===== config.mk =====
export PLATFORM = sky130hd
export DESIGN_NAME = relay_output_arbiter_interlock_core_flat
export DESIGN_NICKNAME = d
export VERILOG_FILES = /design/src/rtl/roai_pkg.sv /design/src/rtl/roai_if.sv /design/src/rtl/roai_cfg_regs.sv /design/src/rtl/roai_in_stage.sv /design/src/rtl/roai_engine.sv /design/src/rtl/roai_out_stage.sv /design/src/rtl/relay_output_arbiter_interlock_core.sv /design/src/flat_wrapper.sv
export SDC_FILE = /design/constraint.sdc
export NUM_CORES = 1
export LEC_CHECK = 0
export ABC_AREA = 1
export BUFFER_PORTS_ARGS = -buffer_cell sky130_fd_sc_hd__buf_4
export CAP_MARGIN = 40
export CORE_MARGIN = 3
export CORE_UTILIZATION = 35
export CTS_CLUSTER_SIZE = 24
export DETAILED_ROUTE_END_ITERATION = 8
export GPL_TIMING_DRIVEN = 0
export HOLD_SLACK_MARGIN = 0.05
export SETUP_SLACK_MARGIN = 0.3
export SLEW_MARGIN = 15
export SYNTH_ARGS = -nofsm -noshare
export SYNTH_HDL_FRONTEND = slang
export SYNTH_HIERARCHICAL = 1
export SYNTH_SLANG_ARGS = --single-unit

===== constraint.sdc =====
create_clock -name clk -period 3.2 [get_ports clk]
set_input_delay 0.32 -clock clk [delete_from_list [all_inputs] [get_ports clk]]
set_output_delay 0.32 -clock clk [all_outputs]
set_load 0.02 [all_outputs]

===== src/rtl/roai_pkg.sv =====
// ============================================================================
// roai_pkg - shared types and constants for the relay output arbiter
// Request and result layouts, configuration record, opcodes, register
// indexes and frame decode constants.
// ============================================================================
package roai_pkg;

    localparam int RELAY_W      = 8;
    localparam int CHANNELS_DEF = 8;
    localparam int CFG_W        = 16;
    localparam int CFG_IDX_W    = 3;
    localparam int AGE_W        = 32;

    // Request opcodes
    typedef enum logic [1:0] {
        OP_TICK   = 2'd0,
        OP_ECU    = 2'd1,
        OP_DASH   = 2'd2,
        OP_SAFETY = 2'd3
    } op_t;

    // Configuration register indexes
    typedef enum logic [CFG_IDX_W-1:0] {
        CFG_FRESH_TIMEOUT = 3'd0,
        CFG_RELEASE_DELAY = 3'd1,
        CFG_CONTROL_DIV   = 3'd2,
        CFG_APPLY_DIV     = 3'd3,
        CFG_INTERLOCK     = 3'd4,
        CFG_DEBUG_LIFE    = 3'd5
    } cfg_idx_t;

    // Winning control source
    typedef enum logic [1:0] {
        SRC_NONE = 2'd0,
        SRC_ECU  = 2'd1,
        SRC_DASH = 2'd2
    } src_t;

    // Frame decode
    localparam logic [7:0] DASH_MAGIC     = 8'hA5;
    localparam logic [7:0] DASH_OP_OUTPUT = 8'h01;
    localparam logic [3:0] DASH_MIN_LEN   = 4'd5;
    localparam logic [3:0] ECU_ALT_MIN_LEN = 4'd2;
    localparam int FLAG_ARMED_BIT = 0;
    localparam int FLAG_START_BIT = 1;
    localparam int FLAG_DEBUG_BIT = 2;

    // Status flag bit positions
    localparam int CF_DEBUG      = 0;
    localparam int CF_ECU_FRESH  = 1;
    localparam int CF_DASH_FRESH = 2;
    localparam int CF_ARMED      = 3;
    localparam int CF_OVERRIDE   = 4;
    localparam int CF_BLOCKED    = 5;
    localparam int CF_START      = 7;

    // Configuration reset values
    localparam logic [15:0] FRESH_TIMEOUT_RST = 16'd500;
    localparam logic [15:0] RELEASE_DELAY_RST = 16'd500;
    localparam logic [7:0]  CONTROL_DIV_RST   = 8'd10;
    localparam logic [7:0]  APPLY_DIV_RST     = 8'd50;
    localparam logic [7:0]  INTERLOCK_RST     = 8'h19;
    localparam logic [3:0]  DEBUG_LIFE_RST    = 4'd10;

    typedef struct packed {
        logic [1:0] opcode;
        logic [3:0] frame_length;
        logic [7:0] byte_zero;
        logic [7:0] byte_one;
        logic [7:0] byte_three;
        logic [7:0] byte_four;
        logic [3:0] safety_sample;
    } in_item_t;

    typedef struct packed {
        logic [7:0] relay_drive;
        logic       start_drive;
        logic [7:0] requested_mask;
        logic [7:0] applied_mask;
        logic [7:0] control_flags;
        logic [3:0] fault_bits;
    } result_t;

    typedef struct packed {
        logic [15:0] fresh_timeout_ms;
        logic [15:0] release_delay_ms;
        logic [7:0]  control_divider;
        logic [7:0]  apply_divider;
        logic [7:0]  interlock_mask;
        logic [3:0]  debug_lifetime;
    } cfg_t;

    // Mask with one bit set for each implemented relay channel
    function automatic logic [RELAY_W-1:0] chan_mask(input int channels);
        logic [RELAY_W-1:0] m;
        for (int i = 0; i < RELAY_W; i++)
        begin
            m[i] = (i < channels);
        end
        return m;
    endfunction

endpackage


===== src/rtl/roai_if.sv =====
// ============================================================================
// roai_if - request and result channel interfaces
// Valid/ready channels; a transfer happens when both are high at a clock edge.
// ============================================================================
interface roai_in_if;
    import roai_pkg::*;

    logic     valid;
    logic     ready;
    in_item_t payload;

    modport source (output valid, output payload, input ready);
    modport sink   (input valid, input payload, output ready);
endinterface

interface roai_out_if;
    import roai_pkg::*;

    logic    valid;
    logic    ready;
    result_t payload;

    modport source (output valid, output payload, input ready);
    modport sink   (input valid, input payload, output ready);
endinterface


===== src/rtl/roai_cfg_regs.sv =====
// ============================================================================
// roai_cfg_regs - configuration register file
// Write-only registers loaded from the plain write port.
// ============================================================================
module roai_cfg_regs (
    input  logic                          clk,
    input  logic                          rst_n,
    input  logic                          cfg_we,
    input  logic [roai_pkg::CFG_IDX_W-1:0] cfg_index,
    input  logic [roai_pkg::CFG_W-1:0]     cfg_wdata,
    output roai_pkg::cfg_t                 cfg
);
    import roai_pkg::*;

    cfg_t cfg_reg;
    cfg_t cfg_next;

    // Decode the write; unknown indexes leave everything as is
    always_comb
    begin
        cfg_next = cfg_reg;
        if (cfg_we)
        begin
            unique case (cfg_index)
                CFG_FRESH_TIMEOUT: cfg_next.fresh_timeout_ms = cfg_wdata;
                CFG_RELEASE_DELAY: cfg_next.release_delay_ms = cfg_wdata;
                CFG_CONTROL_DIV:   cfg_next.control_divider  = cfg_wdata[7:0];
                CFG_APPLY_DIV:     cfg_next.apply_divider    = cfg_wdata[7:0];
                CFG_INTERLOCK:     cfg_next.interlock_mask   = cfg_wdata[7:0];
                CFG_DEBUG_LIFE:    cfg_next.debug_lifetime   = cfg_wdata[3:0];
                default:           cfg_next = cfg_reg;
            endcase
        end
    end

    always_ff @(posedge clk or negedge rst_n)
    begin
        if (!rst_n)
        begin
            cfg_reg.fresh_timeout_ms <= FRESH_TIMEOUT_RST;
            cfg_reg.release_delay_ms <= RELEASE_DELAY_RST;
            cfg_reg.control_divider  <= CONTROL_DIV_RST;
            cfg_reg.apply_divider    <= APPLY_DIV_RST;
            cfg_reg.interlock_mask   <= INTERLOCK_RST;
            cfg_reg.debug_lifetime   <= DEBUG_LIFE_RST;
        end
        else
        begin
            cfg_reg <= cfg_next;
        end
    end

    assign cfg = cfg_reg;

endmodule


===== src/rtl/roai_in_stage.sv =====
// ============================================================================
// roai_in_stage - request input register
// Captures one request and holds it until the engine consumes it.
// ============================================================================
module roai_in_stage (
    input  logic                clk,
    input  logic                rst_n,
    roai_in_if.sink             item,
    input  logic                advance,
    output logic                hold_valid,
    output roai_pkg::in_item_t  hold_item
);
    import roai_pkg::*;

    logic     hold_valid_reg;
    logic     hold_valid_next;
    in_item_t hold_item_reg;
    logic     take;

    // Accept a new request when empty or when the held one moves on
    assign item.ready = rst_n && (!hold_valid_reg || advance);
    assign take       = item.valid && item.ready;

    always_comb
    begin
        hold_valid_next = hold_valid_reg;
        if (take)
        begin
            hold_valid_next = 1'b1;
        end
        else if (advance)
        begin
            hold_valid_next = 1'b0;
        end
    end

    always_ff @(posedge clk or negedge rst_n)
    begin
        if (!rst_n)
        begin
            hold_valid_reg <= 1'b0;
        end
        else
        begin
            hold_valid_reg <= hold_valid_next;
        end
    end

    // Hold the payload; no reset needed
    always_ff @(posedge clk)
    begin
        if (take)
        begin
            hold_item_reg <= item.payload;
        end
    end

    assign hold_valid = hold_valid_reg;
    assign hold_item  = hold_item_reg;

endmodule


===== src/rtl/roai_engine.sv =====
// ============================================================================
// roai_engine - controller state and single-pass update
// Holds the arbiter, interlock and divider state and computes the next
// state and the result for one request combinationally.
// ============================================================================
module roai_engine #(
    parameter int CHANNELS = roai_pkg::CHANNELS_DEF
) (
    input  logic               clk,
    input  logic               rst_n,
    input  logic               fire,
    input  roai_pkg::in_item_t req,
    input  roai_pkg::cfg_t     cfg,
    output roai_pkg::result_t  result_next
);
    import roai_pkg::*;

    // Source stamps are kept as ages since the stamp
    typedef struct packed {
        logic [AGE_W-1:0] ecu_age;
        logic [AGE_W-1:0] dash_age;
        logic [AGE_W-1:0] release_age;
        logic [7:0]       ecu_frame_mask;
        logic [7:0]       dash_frame_mask;
        logic             ecu_valid;
        logic             dash_valid;
        logic             dash_armed;
        logic             dash_start;
        logic [3:0]       safety_latched;
        logic             safety_changed;
        logic             inhibit_active;
        logic             release_waiting;
        logic             refresh_waiting;
        logic [7:0]       control_count;
        logic [7:0]       apply_count;
        logic             start_level;
        logic [7:0]       resolved_mask;
        logic [7:0]       granted_mask;
        src_t             source_select;
        logic             desired_start;
        logic [3:0]       debug_count;
    } state_t;

    typedef struct packed {
        src_t       src;
        logic [7:0] mask;
        logic       start;
    } resolve_t;

    localparam state_t STATE_RST = '{
        ecu_age:         '0,
        dash_age:        '0,
        release_age:     '0,
        ecu_frame_mask:  '0,
        dash_frame_mask: '0,
        ecu_valid:       1'b0,
        dash_valid:      1'b0,
        dash_armed:      1'b0,
        dash_start:      1'b1,
        safety_latched:  '0,
        safety_changed:  1'b0,
        inhibit_active:  1'b0,
        release_waiting: 1'b0,
        refresh_waiting: 1'b0,
        control_count:   '0,
        apply_count:     '0,
        start_level:     1'b1,
        resolved_mask:   '0,
        granted_mask:    '0,
        source_select:   SRC_NONE,
        desired_start:   1'b1,
        debug_count:     '0
    };

    state_t              state_reg;
    state_t              state_next;
    logic [CHANNELS-1:0] relay_reg;
    logic [CHANNELS-1:0] relay_next;

    function automatic logic is_fresh(input logic valid, input logic [AGE_W-1:0] age,
                                      input logic [15:0] limit);
        return valid && (age <= AGE_W'(limit));
    endfunction

    // Armed fresh override first, then fresh ECU mask, else all off
    function automatic resolve_t resolve(input state_t st, input logic [15:0] limit);
        resolve_t r;
        priority if (st.dash_armed && is_fresh(st.dash_valid, st.dash_age, limit))
        begin
            r = '{src: SRC_DASH, mask: st.dash_frame_mask, start: st.dash_start};
        end
        else if (is_fresh(st.ecu_valid, st.ecu_age, limit))
        begin
            r = '{src: SRC_ECU, mask: st.ecu_frame_mask, start: 1'b1};
        end
        else
        begin
            r = '{src: SRC_NONE, mask: 8'd0, start: 1'b1};
        end
        return r;
    endfunction

    always_comb
    begin
        state_t              s;
        logic [CHANNELS-1:0] relay;
        logic [CHANNELS-1:0] lock;
        logic [7:0]          ctrl_cnt;
        logic [7:0]          apply_cnt;
        logic                run_ctrl;
        logic                run_apply;
        logic                active;
        logic                blocked;
        logic [7:0]          ecu_dec;
        logic [7:0]          grant;
        resolve_t            res;
        logic [7:0]          flags;

        s         = state_reg;
        relay     = relay_reg;
        lock      = cfg.interlock_mask[CHANNELS-1:0];
        ctrl_cnt  = '0;
        apply_cnt = '0;
        run_ctrl  = 1'b0;
        run_apply = 1'b0;
        active    = (state_reg.safety_latched != 4'd0);
        blocked   = 1'b0;
        ecu_dec   = '0;
        grant     = '0;
        res       = '{src: SRC_NONE, mask: 8'd0, start: 1'b1};

        unique case (op_t'(req.opcode))
            OP_TICK:
            begin
                // Age the sources and step the dividers
                s.ecu_age     = s.ecu_age + AGE_W'(1);
                s.dash_age    = s.dash_age + AGE_W'(1);
                s.release_age = s.release_age + AGE_W'(1);
                ctrl_cnt      = s.control_count + 8'd1;
                run_ctrl      = (ctrl_cnt >= cfg.control_divider);
                s.control_count = run_ctrl ? 8'd0 : ctrl_cnt;
                apply_cnt     = s.apply_count + 8'd1;
                run_apply     = (apply_cnt >= cfg.apply_divider);
                s.apply_count = run_apply ? 8'd0 : apply_cnt;
                res           = resolve(s, cfg.fresh_timeout_ms);

                // Control service: interlock entry, release timing, refresh
                if (run_ctrl)
                begin
                    if (s.safety_changed)
                    begin
                        s.safety_changed = 1'b0;
                        if (active)
                        begin
                            relay             = relay & ~lock;
                            s.inhibit_active  = 1'b1;
                            s.release_waiting = 1'b0;
                        end
                        else if (s.inhibit_active)
                        begin
                            s.inhibit_active  = 1'b0;
                            s.release_waiting = 1'b1;
                            s.release_age     = '0;
                        end
                    end
                    if (s.release_waiting)
                    begin
                        if (active)
                        begin
                            s.release_waiting = 1'b0;
                            s.inhibit_active  = 1'b1;
                        end
                        else if (s.release_age >= AGE_W'(cfg.release_delay_ms))
                        begin
                            s.release_waiting = 1'b0;
                            s.refresh_waiting = 1'b1;
                        end
                    end
                    if (s.refresh_waiting && !(s.inhibit_active || s.release_waiting))
                    begin
                        s.refresh_waiting = 1'b0;
                        s.source_select   = res.src;
                        s.resolved_mask   = res.mask;
                        s.desired_start   = res.start;
                        relay = (relay & ~lock) | (res.mask[CHANNELS-1:0] & lock);
                    end
                end

                // Resolve and apply, then age the debug lifetime
                if (run_apply)
                begin
                    blocked         = s.inhibit_active || s.release_waiting;
                    s.source_select = res.src;
                    s.resolved_mask = res.mask;
                    s.desired_start = res.start;
                    grant           = blocked ? (res.mask & ~cfg.interlock_mask) : res.mask;
                    s.granted_mask  = grant;
                    relay           = grant[CHANNELS-1:0];
                    s.start_level   = res.start;
                    if (s.debug_count != 4'd0)
                    begin
                        s.debug_count = s.debug_count - 4'd1;
                    end
                end
            end

            OP_ECU:
            begin
                // Decode the mask and drive the relays at once
                priority if (req.frame_length == 4'd0)
                begin
                    ecu_dec = 8'd0;
                end
                else if (req.frame_length >= ECU_ALT_MIN_LEN && req.byte_zero == 8'd0 &&
                         req.byte_one != 8'd0)
                begin
                    ecu_dec = req.byte_one;
                end
                else
                begin
                    ecu_dec = req.byte_zero;
                end
                s.ecu_frame_mask = ecu_dec;
                s.ecu_age        = '0;
                s.ecu_valid      = 1'b1;
                blocked          = s.inhibit_active || s.release_waiting;
                grant            = blocked ? (ecu_dec & ~cfg.interlock_mask) : ecu_dec;
                s.granted_mask   = grant;
                relay            = grant[CHANNELS-1:0];
                s.start_level    = 1'b1;
                s.dash_armed     = 1'b0;
            end

            OP_DASH:
            begin
                // Drop frames that are short or lack the magic byte
                if (req.frame_length >= DASH_MIN_LEN && req.byte_four == DASH_MAGIC)
                begin
                    if (req.byte_zero == DASH_OP_OUTPUT)
                    begin
                        s.dash_frame_mask = req.byte_one;
                        s.dash_armed      = req.byte_three[FLAG_ARMED_BIT];
                        s.dash_start      = req.byte_three[FLAG_START_BIT];
                        s.dash_age        = '0;
                        s.dash_valid      = 1'b1;
                    end
                    if (req.byte_three[FLAG_DEBUG_BIT])
                    begin
                        s.debug_count = cfg.debug_lifetime;
                    end
                end
            end

            OP_SAFETY:
            begin
                // Latch a changed sample; a live fault drops the locked channels
                if (req.safety_sample != s.safety_latched)
                begin
                    s.safety_latched = req.safety_sample;
                    s.safety_changed = 1'b1;
                    if (req.safety_sample != 4'd0)
                    begin
                        relay             = relay & ~lock;
                        s.refresh_waiting = 1'b1;
                    end
                end
            end

            default:
            begin
                s = state_reg;
            end
        endcase

        state_next = s;
        relay_next = relay;

        // Build the status flags from the updated state
        flags                = '0;
        flags[CF_DEBUG]      = (s.debug_count != 4'd0);
        flags[CF_ECU_FRESH]  = is_fresh(s.ecu_valid, s.ecu_age, cfg.fresh_timeout_ms);
        flags[CF_DASH_FRESH] = is_fresh(s.dash_valid, s.dash_age, cfg.fresh_timeout_ms);
        flags[CF_ARMED]      = s.dash_armed;
        flags[CF_OVERRIDE]   = (s.source_select == SRC_DASH);
        flags[CF_BLOCKED]    = s.inhibit_active || s.release_waiting;
        flags[CF_START]      = s.desired_start;

        result_next.relay_drive    = RELAY_W'(relay);
        result_next.start_drive    = s.start_level;
        result_next.requested_mask = s.resolved_mask;
        result_next.applied_mask   = s.granted_mask;
        result_next.control_flags  = flags;
        result_next.fault_bits     = s.safety_latched;
    end

    // Commit state when the request is consumed
    always_ff @(posedge clk or negedge rst_n)
    begin
        if (!rst_n)
        begin
            state_reg <= STATE_RST;
            relay_reg <= '0;
        end
        else if (fire)
        begin
            state_reg <= state_next;
            relay_reg <= relay_next;
        end
    end

endmodule


===== src/rtl/roai_out_stage.sv =====
// ============================================================================
// roai_out_stage - result register
// Holds one result until the sink takes it; frees in the same cycle.
// ============================================================================
module roai_out_stage (
    input  logic              clk,
    input  logic              rst_n,
    input  logic              load_valid,
    input  roai_pkg::result_t data,
    output logic              advance,
    roai_out_if.source        result
);
    import roai_pkg::*;

    logic    valid_reg;
    logic    valid_next;
    result_t data_reg;

    // Move on when empty or when the current result is taken
    assign advance    = !valid_reg || result.ready;
    assign valid_next = advance ? load_valid : valid_reg;

    always_ff @(posedge clk or negedge rst_n)
    begin
        if (!rst_n)
        begin
            valid_reg <= 1'b0;
        end
        else
        begin
            valid_reg <= valid_next;
        end
    end

    always_ff @(posedge clk)
    begin
        if (advance && load_valid)
        begin
            data_reg <= data;
        end
    end

    assign result.valid   = valid_reg;
    assign result.payload = data_reg;

endmodule


===== src/rtl/relay_output_arbiter_interlock_core.sv =====
// ============================================================================
// relay_output_arbiter_interlock_core - relay output controller top level
// Arbitrates ECU and dashboard masks, applies the safety interlock and
// release delay, and reports relay drive and status for every request.
// ============================================================================
// Path: an accepted request waits in the input register, then passes the
//   single-pass state update into the result register.
// Throughput: one request per cycle while the result sink takes results.
// Reset: engine state and both valid flags clear asynchronously; start
//   drive and desired start come up high, configuration takes its defaults.
module relay_output_arbiter_interlock_core #(
    parameter int CHANNELS = roai_pkg::CHANNELS_DEF
) (
    input  logic                           clk,
    input  logic                           rst_n,
    roai_in_if.sink                        item,
    roai_out_if.source                     result,
    input  logic                           cfg_we,
    input  logic [roai_pkg::CFG_IDX_W-1:0] cfg_index,
    input  logic [roai_pkg::CFG_W-1:0]     cfg_wdata
);
    import roai_pkg::*;

    cfg_t     cfg;
    logic     hold_valid;
    in_item_t hold_item;
    logic     advance;
    logic     fire;
    result_t  result_next;

    // Consume the held request whenever the result register can take it
    assign fire = hold_valid && advance;

    roai_cfg_regs u_cfg_regs (
        .clk       (clk),
        .rst_n     (rst_n),
        .cfg_we    (cfg_we),
        .cfg_index (cfg_index),
        .cfg_wdata (cfg_wdata),
        .cfg       (cfg)
    );

    roai_in_stage u_in_stage (
        .clk        (clk),
        .rst_n      (rst_n),
        .item       (item),
        .advance    (advance),
        .hold_valid (hold_valid),
        .hold_item  (hold_item)
    );

    roai_engine #(
        .CHANNELS (CHANNELS)
    ) u_engine (
        .clk         (clk),
        .rst_n       (rst_n),
        .fire        (fire),
        .req         (hold_item),
        .cfg         (cfg),
        .result_next (result_next)
    );

    roai_out_stage u_out_stage (
        .clk        (clk),
        .rst_n      (rst_n),
        .load_valid (hold_valid),
        .data       (result_next),
        .advance    (advance),
        .result     (result)
    );

endmodule


===== src/flat_wrapper.sv =====
// flat-port wrapper written by rule: the top's interface ports become plain ports
module relay_output_arbiter_interlock_core_flat import roai_pkg::*;
#(
    parameter int CHANNELS = roai_pkg::CHANNELS_DEF
)
  (clk, rst_n, cfg_we, cfg_index, cfg_wdata, item_valid, item_payload, item_ready, result_valid, result_payload, result_ready);
  roai_in_if item_i ();
  roai_out_if result_i ();
  input  logic clk;
  input  logic rst_n;
  input  logic cfg_we;
  input  logic [roai_pkg::CFG_IDX_W-1:0] cfg_index;
  input  logic [roai_pkg::CFG_W-1:0] cfg_wdata;
  input wire logic [$bits(item_i.valid)-1:0] item_valid;
  input wire logic [$bits(item_i.payload)-1:0] item_payload;
  output wire logic [$bits(item_i.ready)-1:0] item_ready;
  output wire logic [$bits(result_i.valid)-1:0] result_valid;
  output wire logic [$bits(result_i.payload)-1:0] result_payload;
  input wire logic [$bits(result_i.ready)-1:0] result_ready;
  assign item_i.valid = item_valid;
  assign item_i.payload = item_payload;
  assign item_ready = item_i.ready;
  assign result_valid = result_i.valid;
  assign result_payload = result_i.payload;
  assign result_i.ready = result_ready;
  relay_output_arbiter_interlock_core #(.CHANNELS(CHANNELS)) u_core (.clk(clk), .rst_n(rst_n), .item(item_i), .result(result_i), .cfg_we(cfg_we), .cfg_index(cfg_index), .cfg_wdata(cfg_wdata));
endmodule

==> results.rst <==
.. list-table::
   :header-rows: 1

   * - Metric
     - Value
   * - Part of the power in the clock network
     - 0.251
   * - Maximum vdd ir drop
     - 448 uV
   * - Unrepaired setup endpoints after global routing
     - true
   * - Power dissipated by switching net loads
     - 7180 uW
   * - # diodes
     - 0
   * - Die Area
     - 59400 um^2
   * - Count of buffers inserted at the top-level ports
     - 99
   * - Number of antenna violations at the first check in global routing
     - 0
   * - Largest incremental delay on the critical path
     - 0.37 ns
   * - Type of the worst min-delay path
     - input pin to flip-flop
   * - Die extent in y
     - 244 um
   * - Sequential Power Share
     - 0.322
   * - Worst path bufs/invs
     - 8
   * - CTS clock-pin slew for the worst setup and hold paths
     - 0.07 ns
   * - Synthesized net count
     - 2842
   * - Slowest CP cell
     - sky130_fd_sc_hd__clkbuf_1
   * - Vias in the first global route
     - 19000
   * - Io pins
     - 105
   * - CTS Root Cell
     - sky130_fd_sc_hd__clkbuf_16
   * - Final layout net count
     - 3160
   * - Crit-path leading delay family
     - simple AND/OR/NAND/NOR gates
   * - Fill cell count
     - 5382
   * - Pin count of the biggest net entering global routing
     - 95
   * - Hold depth
     - 3
   * - Launching element type of the critical path
     - flip-flop
   * - Final Critical Period
     - 3.81 ns
   * - Final count of pins violating max slew
     - 0
   * - Worst slew margin relative to its limit
     - 0.383
   * - Power density over cell area
     - 687 nW/um^2
   * - CP endpoint kind
     - flip-flop
   * - Later-pin clock latency in the skew report
     - 0.57 ns
   * - Remaining Overflow, GRT
     - 0
   * - Cells after Synth
     - 2670
   * - Total standard cell area after synthesis
     - 19800 um^2
   * - Clk_skew
     - 0.0323 ns
   * - Post-DR wirelength/cell
     - 18.0 um
   * - Worst-path fanout max
     - 9
   * - Dominant cell type by count on the critical path
     - sky130_fd_sc_hd__nand2_2
   * - CTS tree
     - built
   * - Max-cap check violation count
     - 0
   * - Number of clock buffers inserted by TritonCTS
     - 39
   * - Detailed-route vias per instance
     - 5.18
   * - Via total after detailed routing
     - 19500
   * - Initial Util
     - 0.356
   * - Maximum count of clock buffers along a single path
     - 3
   * - Relative area change from synthesis to final layout
     - 32.7%
   * - Violated checks
     - negative setup slack
   * - Final-report setup violation count
     - 57
   * - Worst Slack Setup Final
     - -0.611 ns
   * - Endpoint required time on the critical path
     - 3.52 ns
   * - Period utilization
     - 1.19
   * - Number of synthesis warnings
     - 6
   * - Global placement routability congestion
     - 0.952
   * - Remaining design rule violation count
     - 0
   * - Aggregate routed wire length
     - 67700 um
   * - Total internal power
     - 10800 uW
   * - Max FFs per register
     - 164
   * - Number of cells on the worst reg-to-reg path
     - 30
   * - Worst endpoint data arrival time
     - 4.13 ns
   * - Net Sw Frac
     - 0.399
   * - Critical path class
     - flip-flop to flip-flop
   * - Clock net sink count
     - 308
   * - Worst hold slack
     - 0.0845 ns
   * - 1st-iter DRT viols
     - 1729
   * - Leak pwr
     - 0.0121 uW
   * - Number of cells on the critical path
     - 30
   * - Outcome
     - finished, violations left
   * - HPWL reported at the end of detailed placement
     - 47800 um
   * - Level count of the clock H-tree
     - 2
   * - Transition time of the tightest slew-check pin
     - 0.925 ns
   * - First-pass GRT wire length
     - 105000 um
   * - Standard-cell rows
     - 86
   * - Number of nets still failing antenna checks after routing
     - 0
   * - Syn_area_per_cell
     - 7.41 um^2
   * - DP Worst Slack
     - -1.32 ns
   * - Upper clock frequency limit
     - 262 MHz
   * - Initial DRT Pass Iterations
     - 6
   * - Die Width
     - 244 um
   * - Core area
     - 55500 um^2
   * - Final Hold Viols
     - 0
   * - Ratio of cells with drive above 1 in the final layout
     - 0.233
   * - Combinational share of power
     - 0.427
   * - Total track usage
     - 0.221
power groups by stage:
stage | Combinational (uW) | Sequential [uW] | Clock, uW
CTS | 6680 | 5760 | 4620
global route | 8530 | 5920 | 4790
finish | 7690 | 5810 | 4520
global placement | 5590 | 5790 | 0
floorplan | 4120 | 5660 | 0
detailed placement | 5770 | 5800 | 0
per-layer routing:
metal / share of wire / vias up / routed length [um] / GRT usage
met1: 0.43 / 9418 / 29000 / 0.289
li1: - / 9301 / - / -
met2: 0.48 / 648 / 32600 / 0.375
met5: 0 / - / 0 / 0
met3: 0.060 / 141 / 4030 / 0.0338
met4: 0.031 / 0 / 2110 / 0.0676
worst paths after layout:
check / startpoint / end / slack (ns)
worst max-delay path: u_core/u_engine/state_reg[43] / u_core/u_out_stage/result.payload[11] / -0.61
worst min-delay path: cfg_wdata[6] / u_core/u_cfg_regs/cfg[34] / 0.08
worst max register to register: u_core/u_engine/state_reg[43] / u_core/u_out_stage/result.payload[11] / -0.61
worst min register to register: u_core/u_cfg_regs/cfg[48] / u_core/u_cfg_regs/cfg[48] / 0.46
max in group asynchronous: rst_n / u_core/u_engine/state_reg[4] / 1.58
min in group asynchronous: rst_n / u_core/u_cfg_regs/cfg[43] / 0.41
placed cells by master, fill, tap and decap left out, types with 21 or more instances in the layout:
master,n
sky130_fd_sc_hd__nor2_4,38
sky130_fd_sc_hd__o21ai_1,42
sky130_fd_sc_hd__dfrtp_1,193
sky130_fd_sc_hd__inv_1,304
sky130_fd_sc_hd__buf_6,21
sky130_fd_sc_hd__a21oi_1,68
sky130_fd_sc_hd__nor2_1,175
sky130_fd_sc_hd__nand2_1,772
sky130_fd_sc_hd__ha_1,90
sky130_fd_sc_hd__nand3_1,164
sky130_fd_sc_hd__nand4_1,37
sky130_fd_sc_hd__clkbuf_1,39
sky130_fd_sc_hd__dlygate4sd3_1,53
sky130_fd_sc_hd__xor2_1,47
sky130_fd_sc_hd__edfxtp_1,74
sky130_fd_sc_hd__nand2_4,23
sky130_fd_sc_hd__o22ai_1,40
sky130_fd_sc_hd__buf_4,218
sky130_fd_sc_hd__clkbuf_16,45
sky130_fd_sc_hd__nand2_2,77
sky130_fd_sc_hd__dfstp_2,25
sky130_fd_sc_hd__o21ai_0,137
tightest hold or removal path: cells and delay by family:
family,cells,cell delay (ns)
buffers and inverters,1,0.17
AND/OR/NAND/NOR,2,0.14
layout make-up:
class,count,area [um^2],share of cell area
clock buffers,58,1180,0.0449
multi-input cells,1940,11400,0.435
inverters,326,1250,0.0478
clock inverters,14,139,0.00529
plain buffers,98,732,0.0279
well taps,748,936,0.0357
repair buffers,275,2460,0.0939
flip-flops and latches,308,8130,0.310
per-stage QoR:
step | cells | TNS [ns] | cell area, um^2 | power, uW | utilization
floorplan | 2670 | -0.0287 | 20000 | 9780 | -
global placement | 3517 | -218.08 | 21600 | 11400 | 0.390
detailed placement | 3523 | -75.67 | 21800 | 11600 | 0.393
CTS | 3705 | -26.38 | 25000 | 17100 | 0.450
global route | 3767 | -36.79 | 26200 | 19200 | 0.473
finish | 3767 | -25.91 | 26200 | 18000 | 0.473
timing repair:
| action | 4_1_cts | 5_1_grt |
|---|---|---|
| resized for setup | 221 | 219 |
| hold buffers | 53 | 0 |
| pin swaps | 64 | 103 |
| hold endpoints to repair | 139 | 0 |
| gates cloned | 4 | 2 |
| buffers inserted | 53 | 59 |
| endpoints found under the setup margin | 117 | 117 |
Power figures use the tool's default switching activity.
